===== src/hdl/char_lcd_tick_sequencer_defines.svh =====
// assertion helpers used by the sequencer
`ifndef CHAR_LCD_TICK_SEQUENCER_DEFINES_SVH
`define CHAR_LCD_TICK_SEQUENCER_DEFINES_SVH

// same-cycle implication, checked out of reset
`define CLTS_ASSERT_NOW(label, clk, rstn, ante, cons) \
    label: assert property (@(posedge clk) disable iff (!rstn) (ante) |-> (cons)) \
        else $error("clts: same-cycle check failed");

// next-cycle implication, checked out of reset
`define CLTS_ASSERT_NEXT(label, clk, rstn, ante, cons) \
    label: assert property (@(posedge clk) disable iff (!rstn) (ante) |=> (cons)) \
        else $error("clts: next-cycle check failed");

`endif


===== src/hdl/clts_pkg.sv =====
package clts_pkg;

    typedef logic [1:0] mode_t;
    typedef logic [1:0] status_t;
    typedef logic [7:0] lcd_byte_t;

    // input item kinds
    localparam mode_t MODE_TICK  = 2'd0;
    localparam mode_t MODE_LOAD  = 2'd1;
    localparam mode_t MODE_WRITE = 2'd2;
    localparam mode_t MODE_CLEAR = 2'd3;

    // request check result
    localparam status_t STATUS_OK       = 2'd0;
    localparam status_t STATUS_BAD_LINE = 2'd1;
    localparam status_t STATUS_BAD_COL  = 2'd2;

    // configuration register indexes
    localparam logic [2:0] CFG_FOUR_BIT    = 3'd0;
    localparam logic [2:0] CFG_FUNC_SET    = 3'd1;
    localparam logic [2:0] CFG_DISP_CTRL   = 3'd2;
    localparam logic [2:0] CFG_POWER_TICKS = 3'd3;
    localparam logic [2:0] CFG_COL_COUNT   = 3'd4;

    // configuration reset values
    localparam lcd_byte_t  RST_FUNC_SET    = 8'h38;
    localparam lcd_byte_t  RST_DISP_CTRL   = 8'h0C;
    localparam lcd_byte_t  RST_POWER_TICKS = 8'd15;
    localparam logic [6:0] RST_COL_COUNT   = 7'd16;

    // lcd commands
    localparam lcd_byte_t CMD_CLEAR = 8'h01;
    localparam lcd_byte_t CMD_DDRAM = 8'h80;

    // ddram offset of each display line
    function automatic lcd_byte_t line_offset(input logic [1:0] line);
        lcd_byte_t off;
        case (line)
            2'd0: off = 8'h00;
            2'd1: off = 8'h40;
            2'd2: off = 8'h10;
            2'd3: off = 8'h50;
            default: off = 8'h00;
        endcase
        return off;
    endfunction

endpackage


===== src/hdl/clts_ram.sv =====
module clts_ram #(
    parameter int WIDTH = 8,
    parameter int DEPTH = 32
) (
    input  logic                                         aclk,
    input  logic                                         wr_en,
    input  logic [((DEPTH > 1) ? $clog2(DEPTH) : 1)-1:0] wr_addr,
    input  logic [WIDTH-1:0]                             wr_data,
    input  logic [((DEPTH > 1) ? $clog2(DEPTH) : 1)-1:0] rd_addr,
    output logic [WIDTH-1:0]                             rd_data
);

    logic [WIDTH-1:0] mem [DEPTH];

    // one write port, one registered read port
    always_ff @(posedge aclk) begin
        if (wr_en) begin
            mem[wr_addr] <= wr_data;
        end
        rd_data <= mem[rd_addr];
    end

endmodule


===== src/hdl/char_lcd_tick_sequencer.sv =====
// Character LCD pin sequencer for the HD44780 command set.
// Input channel (s_*): one beat per item; mode 0 is a tick that advances the
// pin sequence, mode 1 loads a byte into the character buffer, mode 2 posts
// a write request (line, column, length), mode 3 posts a clear request.
// Result channel (m_*): exactly one beat per input beat, carrying the pin
// levels (rs, rw, enable, data) after that item, busy, ready and the
// request check status.
// Configuration: cfg_we writes register cfg_index with cfg_wdata at once;
// write only while no beat is in flight.
// Latency: the result beat is valid the cycle after the input beat.
// Throughput: one item per cycle unless the result channel stalls. The
// character buffer is a RAM with a registered read; its address is issued
// from the next sequencer state, and a load to that same entry is forwarded.
// Reset: configuration returns to its defaults, the sequencer restarts the
// power-on wait, the pin latch is cleared; buffer contents are kept.
// Stall: while m_ready is low the result register holds and s_ready drops
// only when it is full and not being drained.
module char_lcd_tick_sequencer #(
    parameter int BUFFER_DEPTH = 32,
    parameter int LINE_COUNT   = 4
) (
    input  logic       aclk,
    input  logic       aresetn,

    input  logic       cfg_we,
    input  logic [2:0] cfg_index,
    input  logic [7:0] cfg_wdata,

    input  logic       s_valid,
    output logic       s_ready,
    input  logic [1:0] s_mode,
    input  logic [7:0] s_char_code,
    input  logic [4:0] s_char_index,
    input  logic [5:0] s_text_length,
    input  logic [2:0] s_line_number,
    input  logic [5:0] s_column_number,

    output logic       m_valid,
    input  logic       m_ready,
    output logic       m_pin_rs,
    output logic       m_pin_rw,
    output logic       m_pin_enable,
    output logic [7:0] m_data_pins,
    output logic       m_busy_res,
    output logic       m_ready_res,
    output logic [1:0] m_status
);

    `include "char_lcd_tick_sequencer_defines.svh"

    localparam int AW = (BUFFER_DEPTH > 1) ? $clog2(BUFFER_DEPTH) : 1;
    localparam int LW = $clog2(BUFFER_DEPTH + 1);

    // init steps
    localparam logic [2:0] IS_POWER = 3'd0;
    localparam logic [2:0] IS_FSET1 = 3'd1;
    localparam logic [2:0] IS_FSET2 = 3'd2;
    localparam logic [2:0] IS_DCTRL = 3'd3;
    localparam logic [2:0] IS_CLEAR = 3'd4;
    localparam logic [2:0] IS_END   = 3'd5;

    // write request steps
    localparam logic [1:0] WS_START = 2'd0;
    localparam logic [1:0] WS_ADDR  = 2'd1;
    localparam logic [1:0] WS_CHAR  = 2'd2;
    localparam logic [1:0] WS_DONE  = 2'd3;

    // clear request steps
    localparam logic [1:0] CS_START = 2'd0;
    localparam logic [1:0] CS_RUN   = 2'd1;
    localparam logic [1:0] CS_DONE  = 2'd2;

    // request kinds
    localparam logic [1:0] RK_WRITE = 2'd0;
    localparam logic [1:0] RK_CLEAR = 2'd1;
    localparam logic [1:0] RK_NONE  = 2'd2;

    // configuration
    logic       four_bit_reg;
    logic [7:0] func_set_reg;
    logic [7:0] disp_ctrl_reg;
    logic [7:0] power_ticks_reg;
    logic [6:0] col_count_reg;

    // sequencer state
    logic          top_phase_reg,  top_phase_next;
    logic [2:0]    init_step_reg,  init_step_next;
    logic [7:0]    power_cnt_reg,  power_cnt_next;
    logic          enable_reg,     enable_next;
    logic          hnn_reg,        hnn_next;
    logic          busy_reg,       busy_next;
    logic [1:0]    kind_reg,       kind_next;
    logic [1:0]    write_step_reg, write_step_next;
    logic [1:0]    clear_step_reg, clear_step_next;
    logic [7:0]    cursor_reg,     cursor_next;
    logic [LW-1:0] chars_left_reg, chars_left_next;
    logic [1:0]    saved_line_reg, saved_line_next;
    logic [5:0]    saved_col_reg,  saved_col_next;
    logic [LW-1:0] saved_len_reg,  saved_len_next;
    logic          rs_reg,         rs_next;
    logic [7:0]    bus_reg,        bus_next;
    logic [1:0]    status_reg,     status_next;
    logic          m_valid_reg;

    // buffer ram and forwarding
    logic          ram_we;
    logic [AW-1:0] ram_waddr;
    logic [AW-1:0] ram_raddr;
    logic [7:0]    ram_rdata;
    logic          fwd_hit_reg;
    logic [7:0]    fwd_data_reg;
    logic [7:0]    char_data;
    logic [LW-1:0] rd_idx_next;
    logic [LW-1:0] cur_idx;

    logic          s_fire;
    logic          can_take;
    logic          fr_active;
    logic          fr_rs;
    logic [7:0]    fr_byte;
    logic          fr_done;
    logic [3:0]    fr_nib;
    logic [7:0]    addr_byte;
    logic [6:0]    idx_ext;
    logic [6:0]    len_ext;
    logic [6:0]    len_clamp;

    assign s_fire   = s_valid && s_ready;
    assign s_ready  = !m_valid_reg || m_ready;
    assign can_take = !busy_reg && top_phase_reg;
    // e falls after the final part of a byte
    assign fr_done  = enable_reg && (!four_bit_reg || hnn_reg);

    assign idx_ext   = {2'b00, s_char_index};
    assign len_ext   = {1'b0, s_text_length};
    assign len_clamp = (len_ext > 7'(BUFFER_DEPTH)) ? 7'(BUFFER_DEPTH) : len_ext;
    assign addr_byte = clts_pkg::CMD_DDRAM + {2'b00, saved_col_reg}
                       + clts_pkg::line_offset(saved_line_reg);

    // character for the current write step, with a same-entry load forwarded
    assign cur_idx   = saved_len_reg - chars_left_reg;
    assign char_data = ({{(8-LW){1'b0}}, cur_idx} >= 8'(BUFFER_DEPTH)) ? 8'h00 :
                       fwd_hit_reg ? fwd_data_reg : ram_rdata;

    // next-state logic for one accepted beat
    always_comb begin
        top_phase_next  = top_phase_reg;
        init_step_next  = init_step_reg;
        power_cnt_next  = power_cnt_reg;
        enable_next     = enable_reg;
        hnn_next        = hnn_reg;
        busy_next       = busy_reg;
        kind_next       = kind_reg;
        write_step_next = write_step_reg;
        clear_step_next = clear_step_reg;
        cursor_next     = cursor_reg;
        chars_left_next = chars_left_reg;
        saved_line_next = saved_line_reg;
        saved_col_next  = saved_col_reg;
        saved_len_next  = saved_len_reg;
        rs_next         = rs_reg;
        bus_next        = bus_reg;
        status_next     = clts_pkg::STATUS_OK;
        ram_we          = 1'b0;
        fr_active       = 1'b0;
        fr_rs           = 1'b0;
        fr_byte         = 8'h00;
        fr_nib          = 4'h0;

        if (s_fire) begin
            case (s_mode)
                clts_pkg::MODE_TICK: begin
                    if (!top_phase_reg) begin
                        case (init_step_reg)
                            IS_POWER: begin
                                power_cnt_next = power_cnt_reg + 8'd1;
                                if (power_cnt_next == power_ticks_reg) begin
                                    init_step_next = IS_FSET1;
                                    enable_next    = 1'b0;
                                end
                            end
                            IS_FSET1: begin
                                fr_active = 1'b1;
                                fr_byte   = func_set_reg;
                                if (fr_done) begin
                                    init_step_next = four_bit_reg ? IS_FSET2 : IS_DCTRL;
                                end
                            end
                            IS_FSET2: begin
                                fr_active = 1'b1;
                                fr_byte   = func_set_reg;
                                if (fr_done) begin
                                    init_step_next = IS_DCTRL;
                                end
                            end
                            IS_DCTRL: begin
                                fr_active = 1'b1;
                                fr_byte   = disp_ctrl_reg;
                                if (fr_done) begin
                                    init_step_next = IS_CLEAR;
                                end
                            end
                            IS_CLEAR: begin
                                fr_active = 1'b1;
                                fr_byte   = clts_pkg::CMD_CLEAR;
                                if (fr_done) begin
                                    init_step_next = IS_END;
                                end
                            end
                            default: begin
                                top_phase_next = 1'b1;
                            end
                        endcase
                    end else if (busy_reg && kind_reg == RK_WRITE) begin
                        case (write_step_reg)
                            WS_START: begin
                                write_step_next = WS_ADDR;
                                enable_next     = 1'b0;
                            end
                            WS_ADDR: begin
                                cursor_next = addr_byte;
                                fr_active   = 1'b1;
                                fr_byte     = addr_byte;
                                if (fr_done) begin
                                    write_step_next = WS_CHAR;
                                end
                            end
                            WS_CHAR: begin
                                if (chars_left_reg != '0) begin
                                    fr_active = 1'b1;
                                    fr_rs     = 1'b1;
                                    fr_byte   = char_data;
                                    if (fr_done) begin
                                        chars_left_next = chars_left_reg - LW'(1);
                                    end
                                end else begin
                                    write_step_next = WS_DONE;
                                    enable_next     = 1'b0;
                                end
                            end
                            default: begin
                                busy_next = 1'b0;
                                kind_next = RK_NONE;
                            end
                        endcase
                    end else if (busy_reg && kind_reg == RK_CLEAR) begin
                        case (clear_step_reg)
                            CS_START: begin
                                clear_step_next = CS_RUN;
                                enable_next     = 1'b0;
                            end
                            CS_RUN: begin
                                fr_active = 1'b1;
                                fr_byte   = clts_pkg::CMD_CLEAR;
                                if (fr_done) begin
                                    clear_step_next = CS_DONE;
                                end
                            end
                            default: begin
                                busy_next = 1'b0;
                                kind_next = RK_NONE;
                            end
                        endcase
                    end
                end
                clts_pkg::MODE_LOAD: begin
                    ram_we = (idx_ext < 7'(BUFFER_DEPTH));
                end
                clts_pkg::MODE_WRITE: begin
                    if ({1'b0, s_line_number} >= 4'(LINE_COUNT)) begin
                        status_next = clts_pkg::STATUS_BAD_LINE;
                    end else if ({1'b0, s_column_number} >= col_count_reg) begin
                        status_next = clts_pkg::STATUS_BAD_COL;
                    end else if (can_take) begin
                        saved_line_next = s_line_number[1:0];
                        saved_col_next  = s_column_number;
                        saved_len_next  = len_clamp[LW-1:0];
                        chars_left_next = len_clamp[LW-1:0];
                        busy_next       = 1'b1;
                        kind_next       = RK_WRITE;
                        write_step_next = WS_START;
                    end
                end
                default: begin
                    if (can_take) begin
                        busy_next       = 1'b1;
                        kind_next       = RK_CLEAR;
                        clear_step_next = CS_START;
                    end
                end
            endcase
        end

        // byte framing: raise e with the byte (or nibble) on the bus, then drop e
        if (fr_active) begin
            if (!enable_reg) begin
                rs_next     = fr_rs;
                enable_next = 1'b1;
                if (four_bit_reg) begin
                    fr_nib   = hnn_reg ? fr_byte[7:4] : fr_byte[3:0];
                    bus_next = {fr_nib, 4'h0};
                    hnn_next = !hnn_reg;
                end else begin
                    bus_next = fr_byte;
                end
            end else begin
                enable_next = 1'b0;
            end
        end
    end

    // buffer read is issued from the state the next beat will see
    assign rd_idx_next = saved_len_next - chars_left_next;
    assign ram_raddr   = rd_idx_next[AW-1:0];
    assign ram_waddr   = idx_ext[AW-1:0];

    clts_ram #(
        .WIDTH (8),
        .DEPTH (BUFFER_DEPTH)
    ) u_text_buf (
        .aclk    (aclk),
        .wr_en   (ram_we),
        .wr_addr (ram_waddr),
        .wr_data (s_char_code),
        .rd_addr (ram_raddr),
        .rd_data (ram_rdata)
    );

    // forward a load that hits the entry being read this cycle
    always_ff @(posedge aclk) begin
        if (!aresetn) begin
            fwd_hit_reg <= 1'b0;
        end else begin
            fwd_hit_reg <= ram_we && (ram_waddr == ram_raddr);
        end
        fwd_data_reg <= s_char_code;
    end

    // configuration registers
    always_ff @(posedge aclk) begin
        if (!aresetn) begin
            four_bit_reg    <= 1'b0;
            func_set_reg    <= clts_pkg::RST_FUNC_SET;
            disp_ctrl_reg   <= clts_pkg::RST_DISP_CTRL;
            power_ticks_reg <= clts_pkg::RST_POWER_TICKS;
            col_count_reg   <= clts_pkg::RST_COL_COUNT;
        end else if (cfg_we) begin
            case (cfg_index)
                clts_pkg::CFG_FOUR_BIT:    four_bit_reg    <= cfg_wdata[0];
                clts_pkg::CFG_FUNC_SET:    func_set_reg    <= cfg_wdata;
                clts_pkg::CFG_DISP_CTRL:   disp_ctrl_reg   <= cfg_wdata;
                clts_pkg::CFG_POWER_TICKS: power_ticks_reg <= cfg_wdata;
                clts_pkg::CFG_COL_COUNT:   col_count_reg   <= cfg_wdata[6:0];
                default: ;
            endcase
        end
    end

    // sequencer and result registers
    always_ff @(posedge aclk) begin
        if (!aresetn) begin
            top_phase_reg  <= 1'b0;
            init_step_reg  <= IS_POWER;
            power_cnt_reg  <= 8'd0;
            enable_reg     <= 1'b0;
            hnn_reg        <= 1'b1;
            busy_reg       <= 1'b0;
            kind_reg       <= RK_NONE;
            write_step_reg <= WS_START;
            clear_step_reg <= CS_START;
            cursor_reg     <= 8'd0;
            chars_left_reg <= '0;
            saved_line_reg <= 2'd0;
            saved_col_reg  <= 6'd0;
            saved_len_reg  <= '0;
            rs_reg         <= 1'b0;
            bus_reg        <= 8'd0;
            status_reg     <= clts_pkg::STATUS_OK;
            m_valid_reg    <= 1'b0;
        end else begin
            if (s_fire) begin
                top_phase_reg  <= top_phase_next;
                init_step_reg  <= init_step_next;
                power_cnt_reg  <= power_cnt_next;
                enable_reg     <= enable_next;
                hnn_reg        <= hnn_next;
                busy_reg       <= busy_next;
                kind_reg       <= kind_next;
                write_step_reg <= write_step_next;
                clear_step_reg <= clear_step_next;
                cursor_reg     <= cursor_next;
                chars_left_reg <= chars_left_next;
                saved_line_reg <= saved_line_next;
                saved_col_reg  <= saved_col_next;
                saved_len_reg  <= saved_len_next;
                rs_reg         <= rs_next;
                bus_reg        <= bus_next;
                status_reg     <= status_next;
            end
            if (s_fire) begin
                m_valid_reg <= 1'b1;
            end else if (m_ready) begin
                m_valid_reg <= 1'b0;
            end
        end
    end

    // result beat
    assign m_valid      = m_valid_reg;
    assign m_pin_rs     = rs_reg;
    assign m_pin_rw     = 1'b0;
    assign m_pin_enable = enable_reg;
    assign m_data_pins  = bus_reg;
    assign m_busy_res   = busy_reg;
    assign m_ready_res  = top_phase_reg;
    assign m_status     = status_reg;

    // checks
    `CLTS_ASSERT_NOW(a_busy_after_init, aclk, aresetn, busy_reg, top_phase_reg)
    `CLTS_ASSERT_NOW(a_busy_has_kind, aclk, aresetn, busy_reg, kind_reg != RK_NONE)
    `CLTS_ASSERT_NOW(a_no_strobe_in_wait, aclk, aresetn, enable_reg, top_phase_reg || init_step_reg != IS_POWER)
    `CLTS_ASSERT_NOW(a_count_in_length, aclk, aresetn, 1'b1, chars_left_reg <= saved_len_reg)
    `CLTS_ASSERT_NEXT(a_byte_mode_nibble, aclk, aresetn, aresetn && s_fire && !four_bit_reg, $stable(hnn_reg))

endmodule

===== config.mk =====
export PLATFORM = sky130hd
export DESIGN_NAME = char_lcd_tick_sequencer
export DESIGN_NICKNAME = d
export VERILOG_FILES = /design/src/hdl/clts_pkg.sv /design/src/hdl/clts_ram.sv /design/src/hdl/char_lcd_tick_sequencer.sv
export VERILOG_INCLUDE_DIRS = /design/src /design/src/hdl
export SDC_FILE = /design/constraint.sdc
export NUM_CORES = 1
export LEC_CHECK = 0
export ABC_CLOCK_PERIOD_IN_PS = 4100
export BUFFER_PORTS_ARGS = -buffer_cell sky130_fd_sc_hd__buf_2
export CAP_MARGIN = 15
export CORE_MARGIN = 1.5
export CORE_UTILIZATION = 56
export CTS_CLUSTER_SIZE = 30
export DETAILED_ROUTE_END_ITERATION = 6
export PLACE_DENSITY = 0.79
export SYNTH_ARGS = -nofsm -noshare
export SYNTH_HDL_FRONTEND = slang
export SYNTH_HIERARCHICAL = 1
export SYNTH_SLANG_ARGS = --single-unit

===== constraint.sdc =====
create_clock -name aclk -period 4.1 [get_ports aclk]
set_input_delay 0.205 -clock aclk [delete_from_list [all_inputs] [get_ports aclk]]
set_output_delay 0.205 -clock aclk [all_outputs]
set_load 0.02 [all_outputs]

==> flow_summary.yaml <==
timing:
  fin_crit_sh_pct: 105
  fin_worst_skew_ps: 22.5
  fmax_mhz: 233
  tns_ps: -1190
  layout_min_cycle_time_ps: 4300
  finalWorstSetupSlack_ps: -199
  maxSlewHeadroom_pct: 16.0
  hold_viol: 0
  worstMarginPinSlew_ps: 1260
  rsz0062_at_grt: "yes"
  finalSetupViolations: 8
  final_max_slew_viol_count: 0
die:
  die_h_um: 170
  start_util_pct: 57.5
  rows: 60
  ios: 63
  die-area_um2: 28900
  die_w_um: 170
  core_area_um2: 27200
setup_path:
  r2r_cells: 17
  crit_cells: 17
  startpoint: "col_count_reg[0]"
  crit-reg2reg-launch: "col_count_reg[0]"
  path_cells: "ha_4 > nand2b_4 > a211oi_4 > buf_4 > o21ai_4 > or2_4 > nor3_4 > a21oi_4 > ha_4 > fa_2 > xnor2_4 > buf_12 > buf_12 > buf_16 > mux4_2 > mux4_2 > mux2_4"
  cp.arrival_ps: 4730
  cp.required_ps: 4530
  cp-start-kind: "register"
  end_kind: "register"
  crit_slowest_cell: "mux4_2"
  path_max_fanout: 8
  path_buf_inv: 4
  crit_type: "register to register"
  critPathMaxStageDelay_ps: 530
  crit_family: "multiplexers"
pwr:
  p_per_area_nw_per_um2: 406
  ir_worst_vdd_mv: 0.383
  leakage_nw: 6.35
min_path:
  hold_depth: 3
  hp-class: "input port to register"
  holdCritStartpoint: "s_line_number[0]"
synth:
  synth_top_area_share_pct: 49.2
  synth_area_leaders: "edfxtp_1, dfxtp_1, mux4_2, nand2_1, ha_1"
  avgSynthCellArea_um2: 14.5
  synth_common_cells: "edfxtp_1, dfxtp_1, nand2_1, mux4_2, nor2_1"
  synth_seq_area_share_pct: 62.3
  synth_edf_count: 256
  ys.flop_type: "edfxtp_1"
  synth_top_area_cell: "edfxtp_1"
  ys_types: 81
  yosysWarnings: 6
  synth.most_common_cell: "edfxtp_1"
  synth_cells: 1077
  syn_area_um2: 15600
  synth_fp_nets: 1151
  async_flop_share_pct: 0
  synth_seq_cells: 358
global_route:
  first_global_vias: 10027
  track_usage_pct: 28.2
  grt_pass1_wl_um: 59900
  antenna_found_initial: 0
  overflow: 0
  grt_max_degree: 61
drt:
  wire_per_inst_um: 25.2
  vias: 10171
  drt-initial-drc-count: 1348
  firstDrtPassIters: 5
  drtAntennaViolNets: 0
  route.detailed.drc: 0
  wl_um: 40700
  via_per_inst: 6.29
clock_network:
  cts_tree: "done"
  cts_htree_levels: 2
  cts_buffer_depth: 3
  cts_buffers: 38
  clkSlewWorstSetupHoldPaths_ps: 70
  clk_latency_ps: 540
  clock-root-buffer: "clkbuf_16"
  clkSinkCount: 358
run:
  drv_cap: 0
placed_design:
  place_congestion: 0.891
  portBuffers: 61
  placed_area_um2: 16700
  dp_hpwl_um: 23800
final_layout:
  drive_gt1_share_pct: 28.9
  area_growth_pct: 19.3
  largest_reg_flops: 256
  finish.utilization_pct: 68.5
  layout.nets: 1289
  antenna_cells: 0
  final_cell_area_um2: 18600
  largest-register: "u_text_buf/mem"
status:
  violations: "negative setup slack"
  status: "finished, violations left"
## worst register-to-register path, cell delays in order, from the launching register on
cell      delay [ps]
dfxtp_2          350
ha_4             200
nand2b_4         140
a211oi_4         260
buf_4            160
o21ai_4           90
or2_4            300
nor3_4           210
a21oi_4           60
ha_4             170
fa_2             440
xnor2_4          200
buf_12           180
buf_12           150
buf_16           140
mux4_2           340
mux4_2           530
mux2_4           290
## repair_timing
| action | in CTS | in global routing |
|---|---|---|
| endpoints found under the hold margin | 26 | 0 |
| buffers inserted | 9 | 4 |
| gates resized for setup | 40 | 32 |
| endpoints found under the setup margin | 8 | 8 |
| hold buffers | 10 | 0 |
| pin swaps | 18 | 12 |
| gates cloned | 5 | 2 |
## power by group
group,switching (mW),internal (mW)
sequential,0.0100,3.89
combinational,0.153,0.0799
clock,1.41,2.02
total,1.57,5.99
## routing by layer
metal	track usage, %	share of wire (%)	vias up
li1	-	-	4380
met5	0	0	-
met2	48.3	50	619
met1	36.2	37	5039
met4	10.5	4.0	0
met3	5.00	8.7	133
## layout by cell type, fill, tap and decap left out, types with 6 or more instances in the layout
cell type	instances
mux2_4	9
xor2_1	11
inv_1	24
edfxtp_1	256
a21oi_1	20
clkbuf_1	9
ha_1	21
and3_1	8
nor2_1	64
mux4_2	80
nand2b_1	13
and2_1	12
buf_12	10
dfxtp_1	98
ha_4	6
nand3_1	31
a22oi_1	7
dlygate4sd3_1	10
buf_2	61
buf_4	57
a31oi_1	6
clkbuf_16	40
mux2_2	9
o22ai_1	6
nand2_1	94
nand4_1	6
xnor2_1	13
o21ai_0	24
nor3_1	7
nand3b_1	9
nor2b_1	37
mux2i_1	27
clkbuf_8	6
a21boi_0	26
## logic make-up (layout without fill, tap and decap cells)
logic type | Yosys count | count (layout) | synth area share [%]
XOR/XNOR | 28 | 28 | 1.71
AND/OR/NAND/NOR | 318 | 318 | 10.3
adder cells (fa/ha/maj) | 28 | 28 | 2.29
other | 1 | 1 | 0.0240
AO/OA/AOI/OAI | 137 | 137 | 6.25
flip-flops | 358 | 358 | 62.3
multiplexers | 126 | 126 | 14.7
buffers and inverters | 81 | 249 | 2.39
## stage by stage
stage | total power [mW] | std cells | hold WS, ps | setup WS, ps
after floorplan | 4.07 | 1077 | 233 | 2.88
after global routing | 7.77 | 1617 | 64.7 | -252
after detailed placement | 4.18 | 1518 | 457 | -507
after global placement | 4.18 | 1518 | 447 | -355
after CTS | 7.56 | 1612 | 13.1 | -101
final | 7.56 | 1617 | 58.7 | -199
## final timing paths
check                                             end  slack, ps
worst min-delay path                saved_line_reg[0]         60
worst min register to register       disp_ctrl_reg[0]        460
worst max-delay path            u_text_buf/rd_data[2]       -200
worst max register to register  u_text_buf/rd_data[2]       -200
## cell type report
type	instances	area [µm²]
clock buffer	53	1070
inverter	28	108
timing repair buffer	151	1280
tap	372	465
sequential	358	9730
multi-input combinational	638	5790
clock inverter	17	179
fill	1736	8550
Power figures use the tool's default switching activity.
